<file path="config.mk">
export PLATFORM = sky130hd
export DESIGN_NAME = register_alu_execute_unit
export DESIGN_NICKNAME = d
export VERILOG_FILES = /design/src/hw/rtl/raeu_pkg.sv /design/src/hw/rtl/raeu_front.sv /design/src/hw/rtl/raeu_queue.sv /design/src/hw/rtl/raeu_div.sv /design/src/hw/rtl/raeu_back.sv /design/src/hw/rtl/register_alu_execute_unit.sv
export SDC_FILE = /design/constraint.sdc
export NUM_CORES = 1
export LEC_CHECK = 0
export BUFFER_PORTS_ARGS = -buffer_cell sky130_fd_sc_hd__buf_2
export CAP_MARGIN = 25
export CELL_PAD_IN_SITES_DETAIL_PLACEMENT = 1
export CELL_PAD_IN_SITES_GLOBAL_PLACEMENT = 1
export CORE_ASPECT_RATIO = 1.2
export CORE_MARGIN = 5
export CORE_UTILIZATION = 35
export CTS_CLUSTER_SIZE = 8
export DETAILED_ROUTE_END_ITERATION = 7
export PLACE_DENSITY_LB_ADDON = 0.1
export SKIP_CTS_REPAIR_TIMING = 1
export SLEW_MARGIN = 20
export SYNTH_ARGS = -nofsm -noshare
export SYNTH_HDL_FRONTEND = slang
export SYNTH_SLANG_ARGS = --single-unit
</file>
<file path="constraint.sdc">
create_clock -name i_clk -period 8.6 [get_ports i_clk]
set_input_delay 0.43 -clock i_clk [delete_from_list [all_inputs] [get_ports i_clk]]
set_output_delay 0.43 -clock i_clk [all_outputs]
set_load 0.1 [all_outputs]
</file>
<file path="src/hw/rtl/raeu_pkg.sv">
// Shared types, codes and constants of the register ALU execute unit.
`default_nettype none

package raeu_pkg;

    // Sizes of the register file, the decode queue, the bus words, the data word, the index fields and the flags.
    localparam int RAEU_NUM_REGS    = 8;
    localparam int RAEU_QUEUE_DEPTH = 2;
    localparam int RAEU_IN_TDATA_W  = 32;
    localparam int RAEU_OUT_TDATA_W = 40;
    localparam int RAEU_OUT_TUSER_W = 2;
    localparam int RAEU_DATA_W      = 16;
    localparam int RAEU_FIELD_IDX_W = 4;
    localparam int RAEU_FLAGS_W     = 4;

    // Bit positions inside the status flags.
    localparam int FLAG_Z_BIT = 0;
    localparam int FLAG_O_BIT = 1;
    localparam int FLAG_C_BIT = 2;
    localparam int FLAG_N_BIT = 3;

    // The not instruction must name this source field.
    localparam logic [RAEU_FIELD_IDX_W-1:0] NOT_SRC_CODE = 4'd15;

    // Instruction modes.
    typedef enum logic [3:0] {
        MODE_ADD  = 4'd0,
        MODE_SUB  = 4'd1,
        MODE_MUL  = 4'd2,
        MODE_DIV  = 4'd3,
        MODE_CMP  = 4'd4,
        MODE_NOT  = 4'd5,
        MODE_AND  = 4'd6,
        MODE_OR   = 4'd7,
        MODE_XOR  = 4'd8,
        MODE_TEST = 4'd9,
        MODE_SHL  = 4'd10,
        MODE_SHR  = 4'd11,
        MODE_XCHG = 4'd12,
        MODE_LDI  = 4'd13
    } t_mode;

    // Back end sequencer states.
    typedef enum logic [1:0] {
        ST_IDLE,
        ST_EXEC,
        ST_DIV,
        ST_SWAP
    } t_state;

    // One decoded instruction as it travels through the queue.
    typedef struct packed {
        t_mode                       mode;
        logic [RAEU_FIELD_IDX_W-1:0] dst;
        logic [RAEU_FIELD_IDX_W-1:0] src;
        logic [RAEU_DATA_W-1:0]      imm;
        logic                        ok;
        logic                        dvalid;
        logic                        svalid;
    } t_op;

endpackage

`default_nettype wire

</file>
<file path="src/hw/rtl/raeu_front.sv">
// Front end: unpacks an input beat and classifies the instruction.
`default_nettype none

module raeu_front
    import raeu_pkg::*;
#(
    parameter int NUM_REGS = RAEU_NUM_REGS
) (
    input  wire logic                       i_s_axis_tvalid,
    output logic                            o_s_axis_tready,
    // mode[3:0], dst_index[7:4], src_index[11:8], immediate[27:12], zero pad
    input  wire logic [RAEU_IN_TDATA_W-1:0] i_s_axis_tdata,
    input  wire logic                       i_q_full,
    output logic                            o_push,
    output t_op                             o_op
);

    localparam logic [RAEU_FIELD_IDX_W:0] REGS_LIMIT = (RAEU_FIELD_IDX_W+1)'(NUM_REGS);

    logic [3:0]                  mode_bits;
    logic [RAEU_FIELD_IDX_W-1:0] dst;
    logic [RAEU_FIELD_IDX_W-1:0] src;
    logic                        dvalid;
    logic                        svalid;
    logic                        ok;

    // Field extraction and index range checks.
    assign mode_bits = i_s_axis_tdata[3:0];
    assign dst       = i_s_axis_tdata[7:4];
    assign src       = i_s_axis_tdata[11:8];
    assign dvalid    = {1'b0, dst} < REGS_LIMIT;
    assign svalid    = {1'b0, src} < REGS_LIMIT;

    // Decide whether the instruction will execute at all.
    always_comb begin
        unique case (mode_bits)
            MODE_NOT: ok = dvalid && (src == NOT_SRC_CODE);
            MODE_LDI: ok = dvalid;
            MODE_ADD, MODE_SUB, MODE_MUL, MODE_DIV, MODE_CMP, MODE_AND, MODE_OR,
            MODE_XOR, MODE_TEST, MODE_SHL, MODE_SHR, MODE_XCHG:
                ok = dvalid && svalid;
            default: ok = 1'b0;
        endcase
    end

    // A beat enters whenever the queue has room.
    assign o_s_axis_tready = !i_q_full;
    assign o_push          = i_s_axis_tvalid && !i_q_full;

    always_comb begin
        o_op.mode   = t_mode'(mode_bits);
        o_op.dst    = dst;
        o_op.src    = src;
        o_op.imm    = i_s_axis_tdata[27:12];
        o_op.ok     = ok;
        o_op.dvalid = dvalid;
        o_op.svalid = svalid;
    end

endmodule

`default_nettype wire

</file>
<file path="src/hw/rtl/raeu_queue.sv">
// Short queue of decoded instructions between the front and back ends.
`default_nettype none

module raeu_queue
    import raeu_pkg::*;
#(
    parameter int DEPTH = RAEU_QUEUE_DEPTH
) (
    input  wire logic i_clk,
    input  wire logic i_rst_n,
    input  wire logic i_push,
    input  wire t_op  i_op,
    output logic      o_full,
    output logic      o_valid,
    input  wire logic i_pop,
    output t_op       o_op
);

    localparam int PTR_W = (DEPTH > 1) ? $clog2(DEPTH) : 1;
    localparam int CNT_W = $clog2(DEPTH + 1);
    localparam logic [CNT_W-1:0] CNT_FULL = CNT_W'(DEPTH);
    localparam logic [PTR_W-1:0] PTR_LAST = PTR_W'(DEPTH - 1);

    t_op              r_slot [DEPTH];
    logic [PTR_W-1:0] r_wr_ptr;
    logic [PTR_W-1:0] r_rd_ptr;
    logic [CNT_W-1:0] r_count;
    logic             push_en;
    logic             pop_en;

    assign o_full  = (r_count == CNT_FULL);
    assign o_valid = (r_count != '0);
    assign o_op    = r_slot[r_rd_ptr];
    assign push_en = i_push && !o_full;
    assign pop_en  = i_pop && o_valid;

    // Storage slots.
    always_ff @(posedge i_clk) begin
        if (push_en) begin
            r_slot[r_wr_ptr] <= i_op;
        end
    end

    // Pointers and fill count.
    always_ff @(posedge i_clk) begin
        if (!i_rst_n) begin
            r_wr_ptr <= '0;
            r_rd_ptr <= '0;
            r_count  <= '0;
        end else begin
            if (push_en) begin
                r_wr_ptr <= (r_wr_ptr == PTR_LAST) ? '0 : r_wr_ptr + 1'b1;
            end
            if (pop_en) begin
                r_rd_ptr <= (r_rd_ptr == PTR_LAST) ? '0 : r_rd_ptr + 1'b1;
            end
            if (push_en && !pop_en) begin
                r_count <= r_count + 1'b1;
            end else if (pop_en && !push_en) begin
                r_count <= r_count - 1'b1;
            end
        end
    end

endmodule

`default_nettype wire

</file>
<file path="src/hw/rtl/raeu_div.sv">
// Iterative signed divider, one quotient bit per cycle, truncating toward zero.
`default_nettype none

module raeu_div
    import raeu_pkg::*;
(
    input  wire logic                   i_clk,
    input  wire logic                   i_rst_n,
    input  wire logic                   i_start,
    input  wire logic [RAEU_DATA_W-1:0] i_dividend,
    input  wire logic [RAEU_DATA_W-1:0] i_divisor,
    output logic                        o_busy,
    output logic [RAEU_DATA_W-1:0]      o_quotient
);

    localparam int STEPS = RAEU_DATA_W;
    localparam int CNT_W = $clog2(STEPS + 1);
    localparam logic [CNT_W-1:0] CNT_START = CNT_W'(STEPS);

    logic                   r_busy;
    logic [CNT_W-1:0]       r_cnt;
    logic [RAEU_DATA_W-1:0] r_rem;
    logic [RAEU_DATA_W-1:0] r_quo;
    logic [RAEU_DATA_W-1:0] r_den;
    logic                   r_neg;
    logic [RAEU_DATA_W:0]   shifted;
    logic [RAEU_DATA_W+1:0] diff;

    // Shift in the next dividend bit and trial-subtract the divisor.
    assign shifted = {r_rem, r_quo[RAEU_DATA_W-1]};
    assign diff    = {1'b0, shifted} - {2'b00, r_den};

    // Datapath: magnitudes are divided, the sign is applied at the end.
    always_ff @(posedge i_clk) begin
        if (i_start) begin
            r_rem <= '0;
            r_quo <= i_dividend[RAEU_DATA_W-1] ? (~i_dividend + 1'b1) : i_dividend;
            r_den <= i_divisor[RAEU_DATA_W-1] ? (~i_divisor + 1'b1) : i_divisor;
            r_neg <= i_dividend[RAEU_DATA_W-1] ^ i_divisor[RAEU_DATA_W-1];
        end else if (r_busy) begin
            if (!diff[RAEU_DATA_W+1]) begin
                r_rem <= diff[RAEU_DATA_W-1:0];
                r_quo <= {r_quo[RAEU_DATA_W-2:0], 1'b1};
            end else begin
                r_rem <= shifted[RAEU_DATA_W-1:0];
                r_quo <= {r_quo[RAEU_DATA_W-2:0], 1'b0};
            end
        end
    end

    // Step counter.
    always_ff @(posedge i_clk) begin
        if (!i_rst_n) begin
            r_busy <= 1'b0;
            r_cnt  <= '0;
        end else if (i_start) begin
            r_busy <= 1'b1;
            r_cnt  <= CNT_START;
        end else if (r_busy) begin
            r_cnt  <= r_cnt - 1'b1;
            r_busy <= (r_cnt != CNT_W'(1));
        end
    end

    assign o_busy     = r_busy;
    assign o_quotient = r_neg ? (~r_quo + 1'b1) : r_quo;

endmodule

`default_nettype wire

</file>
<file path="src/hw/rtl/raeu_back.sv">
// Back end: register file, ALU, flag register, sequencer and output register.
`default_nettype none

module raeu_back
    import raeu_pkg::*;
#(
    parameter int NUM_REGS = RAEU_NUM_REGS
) (
    input  wire logic                        i_clk,
    input  wire logic                        i_rst_n,
    input  wire logic                        i_op_valid,
    input  wire t_op                         i_op,
    output logic                             o_pop,
    output logic                             o_m_axis_tvalid,
    input  wire logic                        i_m_axis_tready,
    // dst_value[15:0], src_value[31:16], flags[35:32], zero pad
    output logic [RAEU_OUT_TDATA_W-1:0]      o_m_axis_tdata,
    // accepted[0], divide_error[1]
    output logic [RAEU_OUT_TUSER_W-1:0]      o_m_axis_tuser
);

    localparam int IDX_W = (NUM_REGS > 1) ? $clog2(NUM_REGS) : 1;
    localparam int W     = RAEU_DATA_W;
    localparam int PAD_W = RAEU_OUT_TDATA_W - 2 * W - RAEU_FLAGS_W;

    // Register file with per-entry written bits standing in for the reset.
    logic [W-1:0]        mem [NUM_REGS];
    logic [NUM_REGS-1:0] r_written;
    logic [W-1:0]        r_rd_d;
    logic [W-1:0]        r_rd_s;
    logic                r_rd_d_wr;
    logic                r_rd_s_wr;

    t_state              r_state;
    t_state              n_state;
    t_op                 r_op;
    logic [RAEU_FLAGS_W-1:0] r_flags;
    logic [RAEU_FLAGS_W-1:0] n_flags;
    logic                r_out_valid;
    logic [RAEU_OUT_TDATA_W-1:0] r_out_data;
    logic [RAEU_OUT_TUSER_W-1:0] r_out_user;

    logic                out_free;
    logic                mem_we;
    logic                wr_src;
    logic                flag_we;
    logic                out_load;
    logic                div_start;
    logic                div_go;
    logic                div_busy;
    logic [W-1:0]        div_q;
    logic [IDX_W-1:0]    waddr;
    logic [W-1:0]        wdata;
    logic [IDX_W-1:0]    rd_dst_idx;
    logic [IDX_W-1:0]    rd_src_idx;

    logic [W-1:0]        d;
    logic [W-1:0]        s;
    logic [W-1:0]        alu_val;
    logic [W-1:0]        wb_val;
    logic [W-1:0]        diff;
    logic [2*W-1:0]      prod;
    logic [W-1:0]        tst;
    logic [W-1:0]        shl_val;
    logic [W-1:0]        shr_val;
    logic                big_shift;
    logic [3:0]          shl_cbit;
    logic [3:0]          shr_cbit;
    logic                shl_c;
    logic                shr_c;
    logic                d_pos;
    logic                s_pos;
    logic                t_pos;
    logic                cmp_o;
    logic                dverr;
    logic [W-1:0]        dst_out;
    logic [W-1:0]        src_out;

    assign out_free   = !r_out_valid || i_m_axis_tready;
    assign rd_dst_idx = i_op.dst[IDX_W-1:0];
    assign rd_src_idx = i_op.src[IDX_W-1:0];

    // Registered operand reads, taken as the instruction leaves the queue.
    always_ff @(posedge i_clk) begin
        if (o_pop) begin
            r_op      <= i_op;
            r_rd_d    <= mem[rd_dst_idx];
            r_rd_s    <= mem[rd_src_idx];
            r_rd_d_wr <= r_written[rd_dst_idx];
            r_rd_s_wr <= r_written[rd_src_idx];
        end
    end

    // Single write port.
    always_ff @(posedge i_clk) begin
        if (mem_we) begin
            mem[waddr] <= wdata;
        end
    end

    always_ff @(posedge i_clk) begin
        if (!i_rst_n) begin
            r_written <= '0;
        end else if (mem_we) begin
            r_written[waddr] <= 1'b1;
        end
    end

    // Operands; an entry never written reads as zero.
    assign d = (r_op.dvalid && r_rd_d_wr) ? r_rd_d : '0;
    assign s = (r_op.svalid && r_rd_s_wr) ? r_rd_s : '0;

    // Shared arithmetic terms.
    assign diff      = d - s;
    assign prod      = d * s;
    assign tst       = d & s;
    assign big_shift = (s >= W'(W));
    assign shl_val   = big_shift ? '0 : (d << s[3:0]);
    assign shr_val   = big_shift ? {W{d[W-1]}} : W'($signed(d) >>> s[3:0]);
    assign shl_cbit  = 4'(5'd16 - s[4:0]);
    assign shr_cbit  = s[3:0] - 4'd1;
    assign shl_c     = (s >= W'(1)) && (s <= W'(W)) && d[shl_cbit];
    assign shr_c     = (s >= W'(1)) && (s < W'(W)) && d[shr_cbit];
    assign d_pos     = !d[W-1] && (d != '0);
    assign s_pos     = !s[W-1] && (s != '0);
    assign t_pos     = !diff[W-1] && (diff != '0);
    assign cmp_o     = (s[W-1] && d_pos && diff[W-1]) || (s_pos && d[W-1] && t_pos);
    assign dverr     = r_op.ok && (r_op.mode == MODE_DIV) && (s == '0);
    assign div_go    = r_op.ok && (r_op.mode == MODE_DIV) && (s != '0);

    // ALU result and flag update.
    always_comb begin
        alu_val = d;
        n_flags = r_flags;
        unique case (r_op.mode)
            MODE_ADD:  alu_val = d + s;
            MODE_SUB:  alu_val = diff;
            MODE_MUL:  alu_val = prod[W-1:0];
            MODE_DIV:  alu_val = d;
            MODE_CMP: begin
                n_flags[FLAG_Z_BIT] = (diff == '0);
                n_flags[FLAG_N_BIT] = diff[W-1];
                n_flags[FLAG_C_BIT] = (s > d);
                n_flags[FLAG_O_BIT] = cmp_o;
            end
            MODE_NOT:  alu_val = ~d;
            MODE_AND:  alu_val = d & s;
            MODE_OR:   alu_val = d | s;
            MODE_XOR:  alu_val = d ^ s;
            MODE_TEST: begin
                if (tst == '0) n_flags[FLAG_Z_BIT] = 1'b1;
                if (tst[W-1])  n_flags[FLAG_N_BIT] = 1'b1;
            end
            MODE_SHL: begin
                alu_val = shl_val;
                if (shl_c)          n_flags[FLAG_C_BIT] = 1'b1;
                if (shl_val == '0)  n_flags[FLAG_Z_BIT] = 1'b1;
                if (shl_val[W-1])   n_flags[FLAG_N_BIT] = 1'b1;
            end
            MODE_SHR: begin
                alu_val = shr_val;
                if (shr_c)          n_flags[FLAG_C_BIT] = 1'b1;
                if (shr_val == '0)  n_flags[FLAG_Z_BIT] = 1'b1;
                if (shr_val[W-1])   n_flags[FLAG_N_BIT] = 1'b1;
            end
            MODE_XCHG: alu_val = s;
            MODE_LDI:  alu_val = r_op.imm;
            default:   alu_val = d;
        endcase
    end

    // Value written back and reported for the destination.
    assign wb_val  = (r_state == ST_DIV) ? div_q : alu_val;
    assign dst_out = !r_op.dvalid ? '0 : (r_op.ok ? wb_val : d);
    assign src_out = !r_op.svalid ? '0 :
                     (r_op.ok && (r_op.mode == MODE_XCHG)) ? d :
                     (r_op.ok && (r_op.src == r_op.dst)) ? wb_val : s;
    assign waddr   = wr_src ? r_op.src[IDX_W-1:0] : r_op.dst[IDX_W-1:0];
    assign wdata   = wr_src ? d : wb_val;

    // Sequencer next state.
    always_comb begin
        n_state = r_state;
        unique case (r_state)
            ST_IDLE: begin
                if (i_op_valid) n_state = ST_EXEC;
            end
            ST_EXEC: begin
                if (div_go) begin
                    n_state = ST_DIV;
                end else if (out_free) begin
                    n_state = (r_op.ok && (r_op.mode == MODE_XCHG)) ? ST_SWAP : ST_IDLE;
                end
            end
            ST_DIV: begin
                if (!div_busy && out_free) n_state = ST_IDLE;
            end
            ST_SWAP: n_state = ST_IDLE;
            default: n_state = ST_IDLE;
        endcase
    end

    // Sequencer outputs.
    always_comb begin
        o_pop     = 1'b0;
        mem_we    = 1'b0;
        wr_src    = 1'b0;
        flag_we   = 1'b0;
        out_load  = 1'b0;
        div_start = 1'b0;
        unique case (r_state)
            ST_IDLE: o_pop = i_op_valid;
            ST_EXEC: begin
                div_start = div_go;
                if (!div_go && out_free) begin
                    out_load = 1'b1;
                    mem_we   = r_op.ok;
                    flag_we  = r_op.ok;
                end
            end
            ST_DIV: begin
                if (!div_busy && out_free) begin
                    out_load = 1'b1;
                    mem_we   = 1'b1;
                end
            end
            ST_SWAP: begin
                mem_we = 1'b1;
                wr_src = 1'b1;
            end
            default: o_pop = 1'b0;
        endcase
    end

    always_ff @(posedge i_clk) begin
        if (!i_rst_n) begin
            r_state <= ST_IDLE;
            r_flags <= '0;
        end else begin
            r_state <= n_state;
            if (flag_we) r_flags <= n_flags;
        end
    end

    // Output register; the flags shown are those after this instruction.
    always_ff @(posedge i_clk) begin
        if (out_load) begin
            r_out_data <= {{PAD_W{1'b0}}, (flag_we ? n_flags : r_flags), src_out, dst_out};
            r_out_user <= {dverr, r_op.ok};
        end
    end

    always_ff @(posedge i_clk) begin
        if (!i_rst_n) begin
            r_out_valid <= 1'b0;
        end else if (out_load) begin
            r_out_valid <= 1'b1;
        end else if (i_m_axis_tready) begin
            r_out_valid <= 1'b0;
        end
    end

    assign o_m_axis_tvalid = r_out_valid;
    assign o_m_axis_tdata  = r_out_data;
    assign o_m_axis_tuser  = r_out_user;

    raeu_div u_div (
        .i_clk      (i_clk),
        .i_rst_n    (i_rst_n),
        .i_start    (div_start),
        .i_dividend (d),
        .i_divisor  (s),
        .o_busy     (div_busy),
        .o_quotient (div_q)
    );

    // The divider is always finished by the time the sequencer is idle.
    a_idle_div_quiet: assert property (@(posedge i_clk) disable iff (!i_rst_n)
        r_state == ST_IDLE |-> !div_busy)
        else $error("divider still busy while sequencer idle");

    // The second write of an exchange follows a completed first write.
    a_swap_after_exec: assert property (@(posedge i_clk) disable iff (!i_rst_n)
        r_state == ST_SWAP |-> $past(r_state) == ST_EXEC && $past(out_load))
        else $error("exchange write-back out of sequence");

    // Entering the divide wait means the divider has been started.
    a_div_running: assert property (@(posedge i_clk) disable iff (!i_rst_n)
        (r_state == ST_DIV && $past(r_state) == ST_EXEC) |-> div_busy)
        else $error("divide wait entered without a running divider");

    // Flags change only on an executed flag update.
    a_flags_guarded: assert property (@(posedge i_clk) disable iff (!i_rst_n)
        ($past(i_rst_n) && !$stable(r_flags)) |-> $past(flag_we))
        else $error("status flags changed without an update");

endmodule

`default_nettype wire

</file>
<file path="src/hw/rtl/register_alu_execute_unit.sv">
// An accepted input beat waits in the queue; the back end reads its operands as it leaves
// the queue, then executes it into the output register. An exchange adds a second
// write-back step, and a division waits for the divider's 16 steps. The back end takes
// one instruction at a time and finishes one only when the output register is free.
// Reset is synchronous and active low: the register file reads as zero, the flags
// clear, the queue and the output register empty.
`default_nettype none

module register_alu_execute_unit
    import raeu_pkg::*;
#(
    parameter int NUM_REGS = RAEU_NUM_REGS
) (
    input  wire logic                        i_clk,
    input  wire logic                        i_rst_n,
    input  wire logic                        i_s_axis_tvalid,
    output logic                             o_s_axis_tready,
    // mode[3:0], dst_index[7:4], src_index[11:8], immediate[27:12], zero pad
    input  wire logic [RAEU_IN_TDATA_W-1:0]  i_s_axis_tdata,
    output logic                             o_m_axis_tvalid,
    input  wire logic                        i_m_axis_tready,
    // dst_value[15:0], src_value[31:16], flags[35:32], zero pad
    output logic [RAEU_OUT_TDATA_W-1:0]      o_m_axis_tdata,
    // accepted[0], divide_error[1]
    output logic [RAEU_OUT_TUSER_W-1:0]      o_m_axis_tuser
);

    logic q_full;
    logic q_valid;
    logic push;
    logic pop;
    t_op  front_op;
    t_op  queue_op;

    // Decode of incoming beats.
    raeu_front #(
        .NUM_REGS (NUM_REGS)
    ) u_front (
        .i_s_axis_tvalid (i_s_axis_tvalid),
        .o_s_axis_tready (o_s_axis_tready),
        .i_s_axis_tdata  (i_s_axis_tdata),
        .i_q_full        (q_full),
        .o_push          (push),
        .o_op            (front_op)
    );

    // Decoupling queue.
    raeu_queue #(
        .DEPTH (RAEU_QUEUE_DEPTH)
    ) u_queue (
        .i_clk   (i_clk),
        .i_rst_n (i_rst_n),
        .i_push  (push),
        .i_op    (front_op),
        .o_full  (q_full),
        .o_valid (q_valid),
        .i_pop   (pop),
        .o_op    (queue_op)
    );

    // Execution against the register file.
    raeu_back #(
        .NUM_REGS (NUM_REGS)
    ) u_back (
        .i_clk           (i_clk),
        .i_rst_n         (i_rst_n),
        .i_op_valid      (q_valid),
        .i_op            (queue_op),
        .o_pop           (pop),
        .o_m_axis_tvalid (o_m_axis_tvalid),
        .i_m_axis_tready (i_m_axis_tready),
        .o_m_axis_tdata  (o_m_axis_tdata),
        .o_m_axis_tuser  (o_m_axis_tuser)
    );

endmodule

`default_nettype wire

</file>
After elaboration in Yosys (flattened, before gate mapping)
Memory sizes are Yosys's and may differ from the RTL's. A register that Yosys moved wholly into a read port is not among the register bits.
Cells that the tools add are included.

storage, ports and cells
  register bits = 145
  memory bits (writable) = 190
  input port bits = 36
  output and inout port bits = 44
  logic and storage cells = 234
  memories = 2

cells by class
  add/subtract/negate cells = 13
  multipliers = 1
  $lt $le $gt $ge = 13
  eq/ne operators = 36
  shift-type cells = 2
  multiplexer cells = 73
  bitwise logic cells = 9
  reduce and logical (&&, ||, !) cells = 57

memories
  name            words  width  rd ports  clocked after memory_dff  write ports  RTL line          text
  u_back.mem      8      16     2         2                         1            raeu_back.sv:27   logic [W-1:0] mem [NUM_REGS];
  u_queue.r_slot  2      31     1         1                         1            raeu_queue.sv:24  t_op r_slot [DEPTH];

operators with widths
  kind                   count
  $mux 16                14
  $pmux 16 s11           1
  $logic_not 16->1       5
  $eq 4x4->1 const B     13
  $add 16x1->16 const B  3
  $not 16->16            3
  $reduce_bool 16->1     3
  $mux 1                 34
  $eq 4x3->1 const B     8
  $logic_and 1x1->1      28
  $sub 17x16->18         1
  $add 16x16->16         1
  $and 16x16->16         1
  $eq 4x2->1 const B     4
  $ge 16x1->1 const B    1
  $ge 16x5->1 const B    1
  $gt 16x16->1           1
  $le 16x5->1 const B    1
  $lt 16x5->1 const B    1
  $mul 16x16->16         1
  $or 16x16->16          1
  $shl 16x4->16          1
  $sshr 16x4->16         1
  $sub 16x16->16         1
  other kinds (42)       75

Longest topological paths before layout
  word-level depth = 10
  mapped depth = 29
  gate-level depth less buffers = 29

By module
Synthesis repeated with hierarchy kept, for this count alone.

unflattened totals
  cells, all modules = 2521
  area, all modules = 26609.3 µm²

by module, submodules not included
  module      instances  cells an instance  area an instance (µm²)  sequential area each (µm²)
  raeu_back   1          1922               19942.9                 7236.9
  raeu_div    1          436                3900.0                  1431.4
  raeu_queue  1          121                2462.4                  1961.9
  raeu_front  1          42                 304.0                   0.0

Least setup slack after synthesis
Ideal clock, no wire load.

  kind = register to register
  start point = reg u_back.r_rd_s[1] (read register of u_back.mem)
  end point = mem u_back.mem[0][15] (netlist name), data pin
  library setup time = 0.216 ns
  data arrival time = 6.594 ns
  data required time = 8.384 ns
  path slack = 1.790 ns
  cell stages (with the launch flop) = 24
  path buffers = 2
  clock period less this slack = 6.810 ns
  cells stage by stage = edfxtp_1 -> nand3_1 -> clkbuf_1 -> buf_1 -> nor2_1 -> fa_1 -> fa_1 -> ha_1 -> fa_1 -> inv_1 -> fa_1 -> fa_1 -> inv_1 -> ha_1 -> or2_2 -> a21o_1 -> o41ai_1 -> o21ai_0 -> o41ai_1 -> and4_1 -> a211oi_1 -> o221ai_1 -> nand2_1 -> o21ai_1

between the ends
  cells in the longest elaborated chain, start to end = 6
  elaborated cells between the ends (all ways) = 12
  classes of those cells = add/sub: 2; mul: 1; order compare: 1; shift: 2; mux: 6

ends and longest elaborated chain
  what                                                    RTL line          text
  start: declaration                                      raeu_back.sv:30   logic [W-1:0] r_rd_s;
  $mux 16 *                                               raeu_back.sv:111  assign s = (r_op.svalid && r_rd_s_wr) ? r_rd_s : '0;
  branches (longest 2 deep; another with $mul 16x16->16)  -
  $pmux 16 s11 *                                          raeu_back.sv:135  unique case (r_op.mode)
  $mux 16 *                                               raeu_back.sv:173  assign wb_val = (r_state == ST_DIV) ? div_q : alu_val;
  $mux 16 *                                               raeu_back.sv:179  assign wdata = wr_src ? d : wb_val;
  named net u_back.wdata[15]                              raeu_back.sv:53   logic [W-1:0] wdata;
  end: declaration                                        raeu_back.sv:27

Mark *: on every way through the listed nets, which the timed path passes.

Final worst setup path
  start point = reg u_back.r_rd_s_wr
  end point = mem u_back.mem[6][15] (netlist name), data pin

between the ends
  cells in the longest elaborated chain, start to end = 7
  elaborated cells between the ends (all ways) = 16
  classes of those cells = add/sub: 2; mul: 1; order compare: 1; shift: 2; mux: 6; bitwise: 3; reduce/logical: 1

ends and longest elaborated chain
  what                                                    RTL line          text
  start: declaration                                      raeu_back.sv:32   logic r_rd_s_wr;
  start signal: assignment                                raeu_back.sv:90   r_rd_s_wr <= r_written[rd_src_idx];
  $logic_and 1x1->1 *                                     raeu_back.sv:111
  $mux 16 *                                               raeu_back.sv:111
  branches (longest 2 deep; another with $mul 16x16->16)  -
  $pmux 16 s11 *                                          raeu_back.sv:135
  $mux 16 *                                               raeu_back.sv:173
  $mux 16 *                                               raeu_back.sv:179
  named net u_back.wdata[15]                              raeu_back.sv:53

Marks and branches as above.

==> load_flow_metrics.sql <==
INSERT INTO impl_metrics (metric_group, metric, value, unit) VALUES
('synth', 'yosys-top-cells-area', 'sky130_fd_sc_hd__edfxtp_1 37%, sky130_fd_sc_hd__nand2_1 7.3%, sky130_fd_sc_hd__fa_1 6.2%', ''),
('detailed_routing', 'drc_violation_count_after_routing', '0', ''),
('worst_setup_path', 'critical_path_required', '8.95', 'ns'),
('die', 'die_y', '311', 'um'),
('worst_setup_path', 'crit-reg2reg-launch', 'u_back.r_rd_s_wr', ''),
('synth', 'ys.warnings.count', '0', ''),
('pwr', 'combinationalPowerShare', '0.585', ''),
('global_route', 'antenna_found_initial', '2', ''),
('synth', 'synthDominantAreaCellType', 'sky130_fd_sc_hd__edfxtp_1', ''),
('synth', 'post_synth_inst_count', '2862', ''),
('detailed_routing', 'drtPass1Iterations', '6', ''),
('worst_setup_path', 'timing.critical_path.to_type', 'register', ''),
('pwr', 'power.share.sequential', '0.257', ''),
('clocking', 'cts_num_sinks', '368', ''),
('clocking', 'number_of_buffers_added_by_the_clock_tree_synthesis_step', '52', ''),
('worst_setup_path', 'path_class', 'register to register', ''),
('detailed_routing', 'postRouteAntennaNets', '0', ''),
('global_route', 'grt.total_usage', '0.286', ''),
('die', 'num_rows', '110', ''),
('worst_setup_path', 'timing.critical_path.from_type', 'register', ''),
('pwr', 'ir_drop', '0.175', 'mV'),
('finish', 'layout_cells_sized_above_1', '0.121', ''),
('timing', 'final.period_utilization', '0.917', ''),
('detailed_routing', 'post_drt_via_cell_ratio', '5.80', ''),
('pwr', 'total_switching_power', '6.16', 'mW'),
('placement', 'place.gp.congestion', '1.02', ''),
('global_route', 'globalRoute.totalOverflow', '0', ''),
('clocking', 'h-tree-depth', '2', ''),
('pwr', 'switching_share', '0.512', ''),
('pwr', 'cellPowerDensity', '401', 'nW/um^2'),
('outcome', 'outcome', 'complete, no violations', ''),
('synth', 'post-synth-top-area-fraction', '0.371', ''),
('placement', 'port_buffers', '71', ''),
('synth', 'number_of_different_library_cells_in_the_post_synthesis_netlist', '90', ''),
('synth', 'synth-edff-count', '326', ''),
('timing', 'setup_viol', '0', ''),
('worst_setup_path', 'r2r_end', 'u_back.mem[6][15]', ''),
('pwr', 'total_leakage_power', '11.9', 'nW'),
('synth', 'syn_area_per_cell', '9.21', 'um^2'),
('worst_setup_path', 'cp.arrival', '8.24', 'ns'),
('worst_hold_path', 'timing.hold.worst.class', 'input port to register', ''),
('timing', 'worstMarginPinSlew', '1.17', 'ns'),
('synth', 'yosys_register_bits', '368', ''),
('synth', 'ys_dominant_reg_cell', 'sky130_fd_sc_hd__edfxtp_1', ''),
('worst_hold_path', 'holdPathStages', '1', ''),
('finish', 'final_net_count', '3192', ''),
('synth', 'yosys-top-cells-count', '516 x sky130_fd_sc_hd__nand2_1, 326 x sky130_fd_sc_hd__edfxtp_1, 214 x sky130_fd_sc_hd__nand3_1', ''),
('worst_hold_path', 'end_of_the_worst_hold_path', 'u_queue.r_slot[1][21]', ''),
('timing', 'report.final.slew_viol_count', '0', ''),
('die', 'placeable_area', '74900', 'um^2'),
('timing', 'max_clock_freq', '127', 'MHz'),
('flow_run', 'max-cap-violations', '0', ''),
('clocking', 'clk_pin_slew_worst_paths', '0.05', 'ns'),
('finish', 'flip_flop_and_latch_area', '10600', 'um^2'),
('timing', 'final.hold.worst_slack', '0.0281', 'ns'),
('synth', 'async_flop_share', '0', ''),
('finish', 'finalNonFillerCells', '3985', ''),
('detailed_routing', 'wl_per_cell', '29.8', 'um'),
('clocking', 'worstSkewPairLatency', '0.62', 'ns'),
('worst_hold_path', 'hold_start', 'i_s_axis_tdata[10]', ''),
('placement', 'placed_cell_count', '3880', ''),
('die', 'design.portCount', '80', ''),
('worst_setup_path', 'r2r_slack', '0.71', 'ns'),
('die', 'die-area', '80900', 'um^2'),
('timing', 'unrepaired_setup_endpoints_after_global_routing', 'no', ''),
('detailed_routing', 'drtIter0Drc', '1792', ''),
('timing', 'layout_min_cycle_time', '7.89', 'ns'),
('timing', 'setup-tns-final', '0', 'ns'),
('finish', 'count_of_filler_cells_inserted_in_the_layout', '8679', ''),
('synth', 'synth_area', '26400', 'um^2'),
('pwr', 'power.share.clock', '0.158', '');
-- metal layers --
layer  up-vias  share of wire  wire length [um]  track usage
met5         -              0                 0            0
met4         0          0.066              7860        0.146
met3       272          0.047              5540       0.0334
met2       774           0.48             57200        0.486
met1     11751           0.41             48200        0.359
li1      10297              -                 -            -
-- worst max-delay path: stages (launching register included) --
cell                       delay [ns]
sky130_fd_sc_hd__edfxtp_1        0.75
sky130_fd_sc_hd__and2_2          0.39
sky130_fd_sc_hd__nand2_1         0.10
sky130_fd_sc_hd__inv_1           0.26
sky130_fd_sc_hd__ha_1            0.41
sky130_fd_sc_hd__inv_1           0.26
sky130_fd_sc_hd__fa_1            0.57
sky130_fd_sc_hd__fa_1            0.52
sky130_fd_sc_hd__inv_1           0.06
sky130_fd_sc_hd__fa_1            0.51
sky130_fd_sc_hd__fa_1            0.50
sky130_fd_sc_hd__inv_1           0.05
sky130_fd_sc_hd__fa_1            0.47
sky130_fd_sc_hd__fa_1            0.42
sky130_fd_sc_hd__xnor2_1         0.16
sky130_fd_sc_hd__xnor2_1         0.26
sky130_fd_sc_hd__xnor2_1         0.12
sky130_fd_sc_hd__xnor2_1         0.37
sky130_fd_sc_hd__xnor2_1         0.19
sky130_fd_sc_hd__and4_1          0.22
sky130_fd_sc_hd__a211oi_1        0.21
sky130_fd_sc_hd__o221ai_1        0.25
sky130_fd_sc_hd__nand2_1         0.26
sky130_fd_sc_hd__o21ai_1         0.10
sky130_fd_sc_hd__buf_4           0.19
-- per-stage QoR --
step,worst slack (ns),instance area [um^2],total power [mW]
6_report,0.715,30000,12.0
5_1_grt,0.471,30000,12.6
4_1_cts,0.776,29700,11.9
3_5_place_dp,0.843,28300,9.97
3_3_place_gp,0.869,28300,9.88
2_1_floorplan,1.79,26400,6.97
-- logic make-up after synthesis --
| logic type | count (synthesis) | share of synthesized area |
|---|---|---|
| and+or+nand+nor | 1112 | 0.190 |
| buffers and inverters | 402 | 0.0591 |
| DFF | 368 | 0.403 |
| xor gates and xnor gates | 117 | 0.0399 |
| adders and majority gates | 208 | 0.122 |
| AOI/OAI and AO/OA | 569 | 0.142 |
| muxes | 85 | 0.0432 |
| other | 1 | 0.000142 |
-- power by group through the flow --
| stage | sequential [mW] | combinational, mW | clock [mW] |
|---|---|---|---|
| global route | 3.10 | 7.42 | 2.04 |
| floorplan | 3.06 | 3.90 | 0 |
| finish | 3.10 | 7.04 | 1.90 |
| CTS | 3.10 | 6.87 | 1.95 |
| global placement | 3.13 | 6.75 | 0 |
| detailed placement | 3.14 | 6.83 | 0 |
-- cells in the final DEF, fill, tap and decap left out, drive strengths merged, types with 12 or more instances in the layout --
cell	instances
nand2	517
edfxtp	326
inv	226
nand3	216
buf	185
nor2	173
o21ai	165
ha	126
a21oi	101
fa	82
clkbuf	77
xnor2	71
nor3	46
xor2	44
dfxtp	42
mux2i	34
a22oi	32
o31ai	31
mux2	31
o22ai	30
and3	28
o21a	24
nand2b	21
o211ai	21
mux4	20
nor2b	18
and2	18
a211oi	18
dlygate4sd3	17
a21o	15
a31oi	15
nand4	14
o221ai	14
or3	13
or4	12
-- registers in the layout, indices dropped and copies added (netlist names), 2 cells and up, named ones only --
| signal | flops |
|---|---|
| u_back.u_div.r_quo | 16 |
| u_back.r_rd_d | 16 |
| u_back.o_m_axis_tdata | 36 |
| u_back.mem | 128 |
| u_back.r_state | 2 |
| u_back.u_div.r_rem | 16 |
| u_back.o_m_axis_tuser | 2 |
| u_back.u_div.r_cnt | 5 |
| u_back.r_written | 8 |
| u_back.r_op | 31 |
| u_queue.r_count | 2 |
| u_back.r_flags | 4 |
| u_queue.r_slot | 62 |
| u_back.r_rd_s | 16 |
| u_back.u_div.r_den | 16 |
-- worst max path at each step --
stage,from,to
CTS,u_back.r_rd_s_wr,u_back.mem[6][15]
global route,u_back.r_rd_s_wr,u_back.mem[6][15]
floorplan,u_back.r_rd_s[1],u_back.mem[0][15]
finish,u_back.r_rd_s_wr,u_back.mem[6][15]
detailed placement,u_back.r_rd_s_wr,u_back.mem[7][15]
global placement,u_back.r_rd_s_wr,u_back.mem[5][15]
-- layout make-up --
type / count / area share
clock buffer: 75 / 0.0463
multi-input combinational: 2095 / 0.478
clock inverter: 6 / 0.00321
timing repair buffer: 204 / 0.0477
inverter: 227 / 0.0284
tap: 1008 / 0.0421
antenna: 2 / 0.000167
sequential: 368 / 0.355
No activity file was read; power rests on OpenSTA's default activity.
